--- src/wts_pkg.sv ---
`default_nettype none
package wts_pkg;

   localparam int CountBits    = 12;
   localparam int CentiBits    = 14;
   localparam int QuotBits     = 14;
   localparam int IntervalBits = 4;

   localparam logic [CountBits-1:0] WindowReset = 12'd1199;

   // round(x * 10000 / den) is done as (2 * 10000 * x + den) / (2 * den)
   localparam int CentiSpanTwice = 20000;
   localparam logic [CentiBits-1:0] CentiOffset = 14'd5000;

endpackage
`default_nettype wire

--- src/wts_accum.sv ---
`default_nettype none
module wts_accum #(
   parameter int SAMPLE_BITS = 12
) (
   input  wire logic                                 clock,
   input  wire logic                                 reset,
   input  wire logic                                 accept,
   input  wire logic [SAMPLE_BITS-1:0]               sample,
   input  wire logic [wts_pkg::CountBits-1:0]        window_length,
   output logic                                      close_now,
   output logic [SAMPLE_BITS-1:0]                    snap_min,
   output logic [SAMPLE_BITS-1:0]                    snap_max,
   output logic [SAMPLE_BITS+wts_pkg::CountBits-1:0] snap_sum,
   output logic [wts_pkg::CountBits:0]               snap_count
);

   localparam int SumBits = SAMPLE_BITS + wts_pkg::CountBits;
   localparam int CntBits = wts_pkg::CountBits;

   logic [CntBits-1:0]     count_ff, count_in;
   logic [SAMPLE_BITS-1:0] min_ff, min_in;
   logic [SAMPLE_BITS-1:0] max_ff, max_in;
   logic [SumBits-1:0]     sum_ff, sum_in;
   logic [CntBits-1:0]     limit;

   logic [SAMPLE_BITS-1:0] snap_min_ff;
   logic [SAMPLE_BITS-1:0] snap_max_ff;
   logic [SumBits-1:0]     snap_sum_ff;
   logic [CntBits:0]       snap_count_ff;

   always_comb begin
      count_in = count_ff + CntBits'(1);
      min_in   = (sample < min_ff) ? sample : min_ff;
      max_in   = (sample > max_ff) ? sample : max_ff;
      sum_in   = sum_ff + SumBits'(sample);
      limit    = (window_length == '0) ? CntBits'(1) : window_length;
      // a wrapped count also closes the window
      close_now = (count_in >= limit) || (count_in == '0);
   end

   always_ff @(posedge clock) begin
      if (reset) begin
         count_ff <= '0;
         min_ff   <= '1;
         max_ff   <= '0;
         sum_ff   <= '0;
      end else if (accept) begin
         if (close_now) begin
            count_ff <= '0;
            min_ff   <= '1;
            max_ff   <= '0;
            sum_ff   <= '0;
         end else begin
            count_ff <= count_in;
            min_ff   <= min_in;
            max_ff   <= max_in;
            sum_ff   <= sum_in;
         end
      end
   end

   always_ff @(posedge clock) begin
      if (accept && close_now) begin
         snap_min_ff   <= min_in;
         snap_max_ff   <= max_in;
         snap_sum_ff   <= sum_in;
         snap_count_ff <= (count_in == '0) ? {1'b1, CntBits'(0)} : {1'b0, count_in};
      end
   end

   assign snap_min   = snap_min_ff;
   assign snap_max   = snap_max_ff;
   assign snap_sum   = snap_sum_ff;
   assign snap_count = snap_count_ff;

endmodule
`default_nettype wire

--- src/wts_div.sv ---
`default_nettype none
module wts_div #(
   parameter int NUM_BITS = 25
) (
   input  wire logic                         clock,
   input  wire logic                         reset,
   input  wire logic                         start,
   input  wire logic [NUM_BITS-1:0]          num,
   input  wire logic [NUM_BITS-1:0]          den,
   output logic                              done,
   output logic [wts_pkg::QuotBits-1:0]      quot
);

   localparam int QBits   = wts_pkg::QuotBits;
   localparam int RemBits = NUM_BITS + 16;
   localparam int CBits   = $clog2(QBits);

   logic [RemBits-1:0] rem_ff, rem_in;
   logic [RemBits-1:0] dsr_ff, dsr_in;
   logic [QBits-1:0]   quot_ff, quot_in;
   logic [CBits-1:0]   step_ff, step_in;
   logic               busy_ff, busy_in;
   logic               done_ff, done_in;
   logic               fits;

   // restoring division, one quotient bit per cycle, msb first
   always_comb begin
      fits    = rem_ff >= dsr_ff;
      rem_in  = rem_ff;
      dsr_in  = dsr_ff;
      quot_in = quot_ff;
      step_in = step_ff;
      busy_in = busy_ff;
      done_in = 1'b0;
      if (start) begin
         rem_in  = RemBits'(num) * RemBits'(wts_pkg::CentiSpanTwice) + RemBits'(den);
         dsr_in  = RemBits'(den) << QBits;
         quot_in = '0;
         step_in = '0;
         busy_in = 1'b1;
      end else if (busy_ff) begin
         rem_in  = fits ? rem_ff - dsr_ff : rem_ff;
         dsr_in  = dsr_ff >> 1;
         quot_in = {quot_ff[QBits-2:0], fits};
         step_in = step_ff + CBits'(1);
         if (step_ff == CBits'(QBits - 1)) begin
            busy_in = 1'b0;
            done_in = 1'b1;
         end
      end
   end

   always_ff @(posedge clock) begin
      if (reset) begin
         busy_ff <= 1'b0;
         done_ff <= 1'b0;
         step_ff <= '0;
      end else begin
         busy_ff <= busy_in;
         done_ff <= done_in;
         step_ff <= step_in;
      end
      rem_ff  <= rem_in;
      dsr_ff  <= dsr_in;
      quot_ff <= quot_in;
   end

   assign done = done_ff;
   assign quot = quot_ff;

endmodule
`default_nettype wire

--- src/windowed_temperature_statistics.sv ---
// a sample that does not close the window is accepted at once: one transfer per clock while idle
// a closing sample holds off input until its result is computed and loaded:
// three conversions, min, max and average, run in turn on the shared shift-subtract divider,
// then the output register is loaded; a finished result waits there without blocking input
// synchronous active-high reset: empty window, interval 0, window length 1199
`default_nettype none
module windowed_temperature_statistics #(
   parameter int SAMPLE_BITS    = 12,
   parameter int INTERVAL_COUNT = 10
) (
   input  wire logic                                  clock,
   input  wire logic                                  reset,
   input  wire logic                                  req_valid,
   output logic                                       req_ready,
   input  wire logic [SAMPLE_BITS-1:0]                req_sample_raw,
   output logic                                       rsp_valid,
   input  wire logic                                  rsp_ready,
   output logic signed [wts_pkg::CentiBits-1:0]       rsp_min_centi,
   output logic signed [wts_pkg::CentiBits-1:0]       rsp_max_centi,
   output logic signed [wts_pkg::CentiBits-1:0]       rsp_avg_centi,
   output logic [wts_pkg::IntervalBits-1:0]           rsp_interval_number,
   input  wire logic                                  csr_wr_en,
   input  wire logic [wts_pkg::CountBits-1:0]         csr_wr_data
);

   localparam int SumBits  = SAMPLE_BITS + wts_pkg::CountBits;
   localparam int NumBits  = SAMPLE_BITS + wts_pkg::CountBits + 1;
   localparam int CBits    = wts_pkg::CentiBits;
   localparam int IBits    = wts_pkg::IntervalBits;

   typedef enum logic [2:0] {
      S_IDLE,
      S_MIN,
      S_MAX,
      S_AVG,
      S_HOLD
   } state_type;

   state_type                     state_ff;
   logic                          start_ff;
   logic                          start_in;
   logic                          load_rsp;
   logic [wts_pkg::CountBits-1:0] window_length_ff;
   logic [IBits-1:0]              interval_ff;
   logic [IBits-1:0]              snap_interval_ff;
   logic [CBits-1:0]              res_min_ff;
   logic [CBits-1:0]              res_max_ff;
   logic [CBits-1:0]              res_avg_ff;
   logic                          rsp_valid_ff;
   logic [CBits-1:0]              rsp_min_ff;
   logic [CBits-1:0]              rsp_max_ff;
   logic [CBits-1:0]              rsp_avg_ff;
   logic [IBits-1:0]              rsp_interval_ff;

   logic                          accept;
   logic                          close_now;
   logic [SAMPLE_BITS-1:0]        snap_min;
   logic [SAMPLE_BITS-1:0]        snap_max;
   logic [SumBits-1:0]            snap_sum;
   logic [wts_pkg::CountBits:0]   snap_count;

   logic [NumBits-1:0]            div_num;
   logic [NumBits-1:0]            div_den;
   logic                          div_done;
   logic [wts_pkg::QuotBits-1:0]  div_quot;
   logic [CBits-1:0]              centi;
   logic [NumBits-1:0]            full_scale;

   assign req_ready = (state_ff == S_IDLE);
   assign accept    = req_valid && req_ready;

   // kick the divider on a closing sample and after each of the first two conversions
   assign start_in = (accept && close_now) ||
                     (((state_ff == S_MIN) || (state_ff == S_MAX)) && div_done);
   // load once the previous result has been taken
   assign load_rsp = (state_ff == S_HOLD) && (!rsp_valid_ff || rsp_ready);

   wts_accum #(
      .SAMPLE_BITS(SAMPLE_BITS)
   ) u_accum (
      .clock        (clock),
      .reset        (reset),
      .accept       (accept),
      .sample       (req_sample_raw),
      .window_length(window_length_ff),
      .close_now    (close_now),
      .snap_min     (snap_min),
      .snap_max     (snap_max),
      .snap_sum     (snap_sum),
      .snap_count   (snap_count)
   );

   // full scale is 2^bits - 1, so n * full scale is a shift and a subtract
   always_comb begin
      full_scale = (NumBits'(1) << SAMPLE_BITS) - NumBits'(1);
      case (state_ff)
         S_MIN: begin
            div_num = NumBits'(snap_min);
            div_den = full_scale;
         end
         S_MAX: begin
            div_num = NumBits'(snap_max);
            div_den = full_scale;
         end
         S_AVG: begin
            div_num = NumBits'(snap_sum);
            div_den = (NumBits'(snap_count) << SAMPLE_BITS) - NumBits'(snap_count);
         end
         default: begin
            div_num = '0;
            div_den = full_scale;
         end
      endcase
   end

   wts_div #(
      .NUM_BITS(NumBits)
   ) u_div (
      .clock(clock),
      .reset(reset),
      .start(start_ff),
      .num  (div_num),
      .den  (div_den),
      .done (div_done),
      .quot (div_quot)
   );

   assign centi = CBits'(div_quot) - wts_pkg::CentiOffset;

   always_ff @(posedge clock) begin
      if (reset) begin
         state_ff         <= S_IDLE;
         start_ff         <= 1'b0;
         window_length_ff <= wts_pkg::WindowReset;
         interval_ff      <= '0;
         rsp_valid_ff     <= 1'b0;
      end else begin
         start_ff <= start_in;
         if (csr_wr_en) begin
            window_length_ff <= csr_wr_data;
         end
         if (load_rsp) begin
            rsp_valid_ff <= 1'b1;
         end else if (rsp_valid_ff && rsp_ready) begin
            rsp_valid_ff <= 1'b0;
         end
         case (state_ff)
            S_IDLE: begin
               if (accept && close_now) begin
                  snap_interval_ff <= interval_ff;
                  interval_ff <= (interval_ff == IBits'(INTERVAL_COUNT - 1)) ?
                                 '0 : interval_ff + IBits'(1);
                  state_ff <= S_MIN;
               end
            end
            S_MIN: begin
               if (div_done) begin
                  res_min_ff <= centi;
                  state_ff   <= S_MAX;
               end
            end
            S_MAX: begin
               if (div_done) begin
                  res_max_ff <= centi;
                  state_ff   <= S_AVG;
               end
            end
            S_AVG: begin
               if (div_done) begin
                  res_avg_ff <= centi;
                  state_ff   <= S_HOLD;
               end
            end
            S_HOLD: begin
               if (load_rsp) begin
                  rsp_min_ff      <= res_min_ff;
                  rsp_max_ff      <= res_max_ff;
                  rsp_avg_ff      <= res_avg_ff;
                  rsp_interval_ff <= snap_interval_ff;
                  state_ff        <= S_IDLE;
               end
            end
            default: begin
               state_ff <= S_IDLE;
            end
         endcase
      end
   end

   assign rsp_valid           = rsp_valid_ff;
   assign rsp_min_centi       = rsp_min_ff;
   assign rsp_max_centi       = rsp_max_ff;
   assign rsp_avg_centi       = rsp_avg_ff;
   assign rsp_interval_number = rsp_interval_ff;

endmodule
`default_nettype wire
--- config.mk ---
export PLATFORM = sky130hd
export DESIGN_NAME = windowed_temperature_statistics
export DESIGN_NICKNAME = d
export VERILOG_FILES = /design/src/wts_pkg.sv /design/src/wts_accum.sv /design/src/wts_div.sv /design/src/windowed_temperature_statistics.sv
export SDC_FILE = /design/constraint.sdc
export NUM_CORES = 1
export LEC_CHECK = 0
export CORE_MARGIN = 2
export CORE_UTILIZATION = 59
export DETAILED_ROUTE_END_ITERATION = 8
export DONT_BUFFER_PORTS = 1
export GPL_ROUTABILITY_DRIVEN = 0
export PLACE_DENSITY = 0.78
export SETUP_SLACK_MARGIN = 0.5
export SLEW_MARGIN = 15
export SYNTH_ARGS = -nofsm -noshare
export SYNTH_HDL_FRONTEND = slang
export SYNTH_SLANG_ARGS = --single-unit
--- constraint.sdc ---
create_clock -name clock -period 7.4 [get_ports clock]
set_input_delay 0.37 -clock clock [delete_from_list [all_inputs] [get_ports clock]]
set_output_delay 0.37 -clock clock [all_outputs]
set_load 0.02 [all_outputs]
==> results of run 1 <==
## where the power goes
part           internal [W]  total, W  switching [W]
combinational      0.000106  0.000249       0.000143
clock               0.00110   0.00185       0.000749
sequential          0.00200   0.00202      0.0000187
total               0.00321   0.00413       0.000911
## Yosys cell counts, types with 9 or more instances
master | number | area [um2]
sky130_fd_sc_hd__inv_1 | 240 | 901
sky130_fd_sc_hd__edfxtp_1 | 219 | 6580
sky130_fd_sc_hd__nand2_1 | 212 | 796
sky130_fd_sc_hd__ha_1 | 206 | 2580
sky130_fd_sc_hd__a21oi_1 | 156 | 781
sky130_fd_sc_hd__nor2_1 | 156 | 586
sky130_fd_sc_hd__dfxtp_1 | 115 | 2300
sky130_fd_sc_hd__o21ai_0 | 108 | 541
sky130_fd_sc_hd__xnor2_1 | 105 | 920
sky130_fd_sc_hd__nand3_1 | 69 | 345
sky130_fd_sc_hd__fa_1 | 62 | 1240
sky130_fd_sc_hd__clkbuf_1 | 57 | 214
sky130_fd_sc_hd__xor2_1 | 49 | 429
sky130_fd_sc_hd__mux2i_1 | 41 | 410
sky130_fd_sc_hd__a21o_1 | 36 | 270
sky130_fd_sc_hd__nor3_1 | 32 | 160
sky130_fd_sc_hd__mux2_2 | 28 | 315
sky130_fd_sc_hd__o211ai_1 | 28 | 210
sky130_fd_sc_hd__nand4_1 | 27 | 169
sky130_fd_sc_hd__a31oi_1 | 26 | 163
sky130_fd_sc_hd__a22o_1 | 20 | 175
sky130_fd_sc_hd__nor2b_1 | 19 | 119
sky130_fd_sc_hd__o21bai_1 | 18 | 135
sky130_fd_sc_hd__buf_2 | 16 | 80.1
sky130_fd_sc_hd__nand2b_1 | 16 | 100
sky130_fd_sc_hd__o21a_1 | 15 | 113
sky130_fd_sc_hd__or3_1 | 15 | 93.8
sky130_fd_sc_hd__nor4_1 | 14 | 87.6
sky130_fd_sc_hd__a211oi_1 | 13 | 97.6
sky130_fd_sc_hd__and3_1 | 12 | 75.1
sky130_fd_sc_hd__buf_1 | 11 | 41.3
sky130_fd_sc_hd__a22oi_1 | 10 | 75.1
sky130_fd_sc_hd__a211o_1 | 9 | 78.8
sky130_fd_sc_hd__and2_1 | 9 | 56.3
sky130_fd_sc_hd__nand3b_1 | 9 | 67.6
## state kept, by name (all words and copies together) (netlist names), 12 cells and up
register / cells
res_avg_ff: 14
res_max_ff: 14
res_min_ff: 14
rsp_avg_centi: 14
rsp_max_centi: 14
rsp_min_centi: 14
u_accum.count_ff: 12
u_accum.max_ff: 12
u_accum.min_ff: 12
u_accum.snap_count: 13
u_accum.snap_max: 12
u_accum.snap_min: 12
u_accum.snap_sum: 24
u_accum.sum_ff: 24
u_div.dsr_ff: 39
u_div.quot: 14
u_div.rem_ff: 41
window_length_ff: 12
## final timing paths
path                         endpoint  slack (ns)  cells after the start
hold reg to reg     rsp_max_centi[11]        0.41                      0
setup / recovery     u_div.rem_ff[36]        0.61                     25
hold / removal    u_accum.snap_min[6]        0.06                      2
setup reg to reg     u_div.rem_ff[36]        0.61                     25
## cells by family after synthesis
kind of cell             Yosys count
flip-flops                       334
XOR/XNOR                         157
AO/OA/AOI/OAI                    515
buffers and inverters            329
adder cells (fa/ha/maj)          268
multiplexers                      69
AND/OR/NAND/NOR                  626
## final cells by class
class                           instances  area share (%)
Tap cell                              511            2.56
Inverter                              240            3.60
Timing Repair Buffer                   96            3.34
Multi-Input combinational cell       1635            50.1
Clock inverter                         19            1.04
Clock buffer                           46            3.83
Sequential cell                       334            35.6
## cell usage in the layout, fill, tap and decap left out, types with 25 or more instances in the layout
cell type,instances
sky130_fd_sc_hd__a21oi_1,151
sky130_fd_sc_hd__dlygate4sd3_1,30
sky130_fd_sc_hd__mux2i_1,41
sky130_fd_sc_hd__nand4_1,27
sky130_fd_sc_hd__o211ai_1,28
sky130_fd_sc_hd__dfxtp_1,111
sky130_fd_sc_hd__nand3_1,69
sky130_fd_sc_hd__mux2_2,25
sky130_fd_sc_hd__xor2_1,49
sky130_fd_sc_hd__buf_4,62
sky130_fd_sc_hd__nor3_1,31
sky130_fd_sc_hd__a31oi_1,25
sky130_fd_sc_hd__clkbuf_16,36
sky130_fd_sc_hd__o21ai_0,105
sky130_fd_sc_hd__ha_1,194
sky130_fd_sc_hd__nand2_1,206
sky130_fd_sc_hd__edfxtp_1,219
sky130_fd_sc_hd__a21o_1,36
sky130_fd_sc_hd__inv_1,238
sky130_fd_sc_hd__xnor2_1,105
sky130_fd_sc_hd__nor2_1,149
sky130_fd_sc_hd__fa_1,61
## per-stage QoR
stage	setup TNS, ns	cell area [um2]	utilization (%)
global placement	0	22900	61.0
floorplan	0	22400	-
detailed placement	-0.294	22900	61.0
global route	0	25000	66.7
finish	0	25000	66.7
CTS	0	24600	65.7
## repair_timing
item                                    4_1_cts  5_1_grt
buffers inserted                             14       24
hold buffers                                 31        0
endpoints found under the hold margin        81        0
pin swaps                                    17       39
endpoints found under the setup margin       17       14
gates resized for setup                      25       47
## per-layer routing
metal | vias up | part of all wire, % | global-route usage, %
met5 | - | 0 | 0
li1 | 8226 | - | -
met1 | 8167 | 41 | 32.6
met4 | 0 | 3.4 | 9.37
met3 | 119 | 6.0 | 3.76
met2 | 621 | 49 | 46.3
## worst register-to-register path, stage by stage, from the launching register on
cell	delay, ns
sky130_fd_sc_hd__dfxtp_4	0.41
sky130_fd_sc_hd__mux2_4	0.32
sky130_fd_sc_hd__a22oi_2	0.18
sky130_fd_sc_hd__nor2_4	0.08
sky130_fd_sc_hd__fa_1	0.50
sky130_fd_sc_hd__ha_1	0.30
sky130_fd_sc_hd__inv_2	0.04
sky130_fd_sc_hd__fa_1	0.55
sky130_fd_sc_hd__inv_2	0.05
sky130_fd_sc_hd__ha_4	0.21
sky130_fd_sc_hd__fa_2	0.58
sky130_fd_sc_hd__ha_4	0.21
sky130_fd_sc_hd__a21o_1	0.16
sky130_fd_sc_hd__or3_4	0.40
sky130_fd_sc_hd__o22a_1	0.22
sky130_fd_sc_hd__a21o_1	0.17
sky130_fd_sc_hd__a21oi_2	0.13
sky130_fd_sc_hd__xnor2_1	0.09
sky130_fd_sc_hd__ha_2	0.38
sky130_fd_sc_hd__and3_4	0.22
sky130_fd_sc_hd__a31oi_4	0.11
sky130_fd_sc_hd__a211o_1	0.31
sky130_fd_sc_hd__nor3_2	0.16
sky130_fd_sc_hd__nand2_1	0.11
sky130_fd_sc_hd__or4_4	0.43
sky130_fd_sc_hd__a31o_1	0.22
==> flow_results.org, run 1 <==
** STA
- Post-layout min period :: 6.79 ns
- Post-route worst hold slack :: approximately 0.056 ns
- Of the available clock period, the critical path in the final layout requires just over 90%.
- Worst Max-Slew Pin Slew :: about 1.1 ns
- Setup slack closes at slightly above 0.6 ns.
- Pins Over Slew Limit :: 0
- Timing would allow up to between 100 and 150 MHz.
- Endpoints failing hold :: 0
- Setup repair after global routing could not meet its margin everywhere.
- Worst relative slew slack :: a little over a quarter
- Number of setup violations in the final report :: 0
- Clk_skew :: between 0.02 and 0.025 ns

** Detailed routing
- Total via count in the routed design :: ~17,000
- The detail route stage leaves a number of antenna-violating nets equal to 0.
- After detailed routing, the average wire length per cell comes to 17.7 um.
- Post-route DRC violation count :: 0
- In the routed layout, each cell is associated on average with a via count of slightly below 6.
- Initial DRT Pass Iterations :: 6
- For this block, the routed nets add up to just over 50,000 um of wire.
- Detailed Route Iter0 Violations :: 1,170

** Placed design
- Number of input and output port buffers inserted :: 0
- Placed Cells :: around 2,700
- At the placement stage, the worst setup path has a slack of -0.171 ns.
- Detailed-placement wirelength estimate :: 36,300 um

** Global routing
- Aggregate global routing overflow :: 0
- Antenna violations before repair :: 0
- Global routing consumed, over all layers together, between 20% and 30% of the routing resources.
- Global-route wire length before repair :: around 83,000 um
- Vias in the first global route :: 16,900
- Maximum number of pins on one net before global-route repair :: 73

** Setup path
- Sort of element at the end of the critical path :: register
- Crit path max-delay family :: adder cells
- Of all nets on the critical path, the largest fanout is 8.
- Buffers plus inverters on the worst setup path :: 2
- WS Path Type :: register to register
- On the worst path, the slowest cell contributes a delay of 0.58 ns.
- Cell with the biggest individual delay on the critical path :: sky130_fd_sc_hd__fa_2
- Crit path arrival time :: just over 7 ns
- Type of origin of the critical path :: register
- Required time of the critical path :: between 7 and 8 ns
- Timing startpoint of the critical path :: state_ff[0]
- Startpoint of the most critical register-to-register path :: state_ff[0]

** Final layout
- The multi-input combinational cells in the finished layout cover a total of approximately 13,000 um2.
- The filler cells instantiated in the layout total around 2,800.
- Number of nets in the layout :: ~2,600
- Area grow syn2layout :: 11.8%
- The repair_antennas step left the layout with diodes totalling 0.
- Share of post-route cells with drive strength above 1 :: between 10% and 20%
- Register cell area after layout :: slightly below 9000 um2
- Final non-filler cell total :: just under 3,000

** Power
- The design draws about 0.0041 W.
- The analysis attributes to cell leakage a power of about 11 nW.
- Power Dens Cells :: 165 nW/um2
- Across the VDD grid, the largest voltage drop is between 0.2 and 0.25 mV.

** Synth
- Of the synthesized area, sequential elements account for 39.7%.
- For this run, the leading register cell type out of synthesis is sky130_fd_sc_hd__edfxtp_1.
- Number of standard cells after synthesis :: 2,298
- A synthesized cell averages 9.73 um2.
- Number of nets produced by synthesis :: about 2,600
- In this run, synthesis produced a sequential element count of 334.
- Compound-gate portion of the synthesized area :: about 15%
- The portion of synthesized area spent on multiplexers is under 10%.
- Main combinational cell family by area after synthesis :: adder cells
- After Yosys synthesis, XOR and XNOR cells account for 6.25% of the synthesized area.
- The synthesized netlist occupies a cell area of ~22,000 um2.
- Share of synthesized cell area in full adder, half adder and majority cells :: around 17%
- After synthesis, the share of flip-flops with an asynchronous set or reset is 0%.
- Counting distinct cell types in the post-synthesis netlist gives 88.
- Number of flops mapped to enable cells by yosys :: between 200 and 250
- Synthesis Warnings :: 0
- After Yosys synthesis, and, or, nand and nor cells account for a little over an eighth of the synthesized area.

** Clocking
- No sink is reached through more buffers than the 3 on the longest clock path.
- Clock transition at the registers of the reported paths :: 0.05 ns
- TritonCTS built the clock tree.
- CTS placed an instance of sky130_fd_sc_hd__clkbuf_16 at the clock tree root.
- Num CTS Buffers :: 36
- H-tree depth :: 2
- Clock insertion delay at the later pin of the skew report :: 0.57 ns
- TritonCTS Sinks :: roughly 330

** Die
- The die is 199 um tall.
- The region available for standard cell placement spans ~37,000 um2.
- Die outline area :: between 30,000 and 40,000 um2
- Initial Utilization :: 59.6%
- From left edge to right edge, the die measures a little under 200 um.
- During I/O placement, the number of pins put on the boundary was 77.
- Row cnt :: 71

** Run status
- The run finished with clean final reports.

** Job
- Max cap viols :: 0

** Worst hold path
- The startpoint identified for the worst hold timing path is req_sample_raw[6].
- Worst Hold Class :: input pin to register
No activity file was read; power rests on OpenSTA's default activity.
==> run 2, diff against run 1 <==
--- a/config.mk
+++ b/config.mk
@@ -5,12 +5,14 @@
 export SDC_FILE = /design/constraint.sdc
 export NUM_CORES = 1
 export LEC_CHECK = 0
+export CELL_PAD_IN_SITES_DETAIL_PLACEMENT = 0
+export CELL_PAD_IN_SITES_GLOBAL_PLACEMENT = 1
 export CORE_MARGIN = 2
-export CORE_UTILIZATION = 59
+export CORE_UTILIZATION = 46
 export DETAILED_ROUTE_END_ITERATION = 8
 export DONT_BUFFER_PORTS = 1
 export GPL_ROUTABILITY_DRIVEN = 0
-export PLACE_DENSITY = 0.78
+export PLACE_DENSITY_LB_ADDON = 0.1
 export SETUP_SLACK_MARGIN = 0.5
 export SLEW_MARGIN = 15
 export SYNTH_ARGS = -nofsm -noshare
==> flow_results.org, run 2 (synthesized netlist as in run 1, its figures left out) <==
** Clocking
- The count of H-tree levels built during CTS is 2 (unchanged).
- The clock net sink count was 334 (unchanged).
- TritonCTS clock tree :: built
- Num CTS Buffers :: 38 (+5.6%)
- The maximum clock insertion buffer count is 3 (unchanged).
- Clk Tree Root Cell :: sky130_fd_sc_hd__clkbuf_16
- Clock transition at the registers of the reported paths :: 0.06 ns (about the same)
- Clock insertion delay at the later pin of the skew report :: 0.58 ns (about the same)

** Setup path
- Biggest cell delay along the critical path :: 0.57 ns (about the same)
- STA classifies the critical path endpoint as a register.
- The worst setup path is of the register to register kind.
- The data required time at the worst endpoint came to 7.72 ns (about the same).
- Grouping stages by cell kind, the critical path spends the most delay in adder cells.
- In this run the critical register-to-register path is launched from state_ff[0].
- Buffers plus inverters on the worst setup path :: 3 (+1)
- Type of origin of the critical path :: register
- For this design, the slowest cell found on the critical path is sky130_fd_sc_hd__fa_2.
- Crit path arrival time :: 7.10 ns (about the same)
- Worst-path maximum fanout :: 6 (-2)
- Timing startpoint of the critical path :: state_ff[0]

** Global routing
- The initial antenna violation count is 0 (unchanged).
- Total global-route track usage :: 21.7% (-4.5 points)
- Aggregate global routing overflow :: 0 (unchanged)
- Vias in the first global route :: 16,300 (-3.5%)
- The maximum number of pins on one net before global-route repair was 66 (-9.6%).
- The wire length of the first global-routing pass was 87,000 um (+4.7%).

** Placed design
- Detailed-placement wirelength estimate :: 39,800 um (+9.6%)
- Number of input and output port buffers inserted :: 0 (unchanged)
- The total placed instance area was 23,000 um2 (+0.61%).

** Detailed routing
- The aggregate routed wire length came to 53,900 um (+5.6%).
- Initial DRT Pass Iterations :: 5 (-1)
- The number of DRC markers in iteration 0 was 846 (-28%).
- The via count of the routed design was 16,300 (-5.0%).
- Antenna-violating nets left :: 0 (unchanged)
- The number of design rule violations left after detail routing is 0 (unchanged).
- Average vias per placed instance :: 5.47 (-8.0%)
- Detail-routed net length per standard cell :: 18.1 um (+2.2%)

** Die
- Area of the core region :: 47,800 um2 (+28%)
- Die outline area :: 50,400 um2 (+28%)
- The floorplan row count came to 80 (+13%).
- DIE HEIGHT :: 224 um (+13%)
- The number of placed I/O pins was 77 (unchanged).
- The initial core utilization was 46.7% (-13 points).
- Die span in x :: 224 um (+13%)

** STA
- Endpoints failing hold :: 0 (unchanged)
- The minimum clock period is 6.78 ns (-0.0133 ns).
- Total negative setup slack :: 0 ns (unchanged)
- Worst relative slew slack :: 22.3% (-4.0 points)
- Pins Over Slew Limit :: 0 (unchanged)
- Worst Max-Slew Pin Slew :: 1.16 ns (+0.0562 ns)
- The final worst-path cycle share was 91.6% (-0.18 points).
- The highest clock rate was 148 MHz (+0.20%).
- The number of failing setup endpoints in the final timing report came to 0 (unchanged).
- Setup repair after global routing could not meet its margin everywhere.
- Clk_skew :: 0.0376 ns (+0.0147 ns)

** Power
- Static leakage power :: 10.5 nW (-0.23%)
- The worst-case vdd ir drop came to 0.159 mV (-30%).
- Power Dens Cells :: 169 nW/um2 (+2.3%)

** Job
- The reported max-cap violation count came to 0 (unchanged).

** Final layout
- More flip-flops sit in one register than any other, and that register is u_div.rem_ff.
- The flip-flop count of the largest register after layout came to 41 (unchanged).
- Number of nets in the layout :: 2,629 (-0.42%)
- Leaving out fill and tap cells, the most frequent cells in the layout are sky130_fd_sc_hd__inv_1, sky130_fd_sc_hd__edfxtp_1, sky130_fd_sc_hd__nand2_1.
- Relative to the synthesized area, the layout overhead comes to 12.4%.
- The count of inserted antenna diode cells came to 0 (unchanged).
- The library cell used most frequently in the layout, excluding fill and tap cells, is sky130_fd_sc_hd__inv_1.
- Biggest regs :: u_div.rem_ff x41, u_div.dsr_ff x39
- Share of post-route cells with drive strength above 1 :: 10.5% (-0.045 points)
- The final design area excluding fillers came to 25,100 um2 (+0.59%).

** Worst hold path
- Hold Path Origin :: req_sample_raw[2]
- The min-delay analysis places its worst path in the category input pin to register.

** Run status
- Run status :: complete, no violations
run 2: per-stage QoR:
| step | worst slack (ns) | utilization (%) | total power [W] | hold slack [ns] | cells |
|---|---|---|---|---|---|
| floorplan | 0.516 | - | 0.00224 | 0.400 | 2298 |
| global placement | 0.262 | 48.1 | 0.00228 | 0.401 | 2852 |
| detailed placement | 0.00397 | 48.1 | 0.00229 | 0.405 | 2852 |
| CTS | 0.487 | 51.8 | 0.00430 | 0.00302 | 2956 |
| global route | 0.359 | 52.5 | 0.00441 | 0.0125 | 2976 |
| finish | 0.621 | 52.5 | 0.00424 | 0.0371 | 2976 |
run 2: worst paths after layout:
path,endpoint,slack [ns],cells past startpoint
worst max register to register,u_div.rem_ff[37],0.62,26
worst max-delay path,u_div.rem_ff[37],0.62,26
worst min register to register,rsp_max_centi[10],0.41,0
worst min-delay path,u_accum.snap_max[2],0.04,1
run 2: cell type report:
class                      count  area (um2)
fill                        4409       22700
multi-input combinational   1635       12500
sequential                   334        8890
clock buffer                  45        1010
inverter                     240         901
tap                          615         769
timing repair buffer          83         746
clock inverter                24         327
run 2: repair_timing:
action / 4_1_cts / 5_1_grt
pin swaps: 4 / 37
hold endpoints to repair: 85 / 0
hold buffers: 31 / 0
resized for setup: 19 / 58
buffers inserted: 4 / 19
endpoints found under the setup margin: 16 / 16
run 2: report_power, final:
part           total (W)  switching [W]  leakage (nW)  internal [W]
Clock            0.00197       0.000802         0.643       0.00117
Sequential       0.00202      0.0000173          2.97       0.00200
Combinational   0.000250       0.000144          6.92      0.000105
run 2: per-layer routing:
metal	vias up	share of wire [%]	global-route usage [%]
met2	242	48	37.0
met4	0	2.4	6.07
met5	-	0	0
met3	69	3.3	3.23
li1	8187	-	-
met1	7776	46	28.6
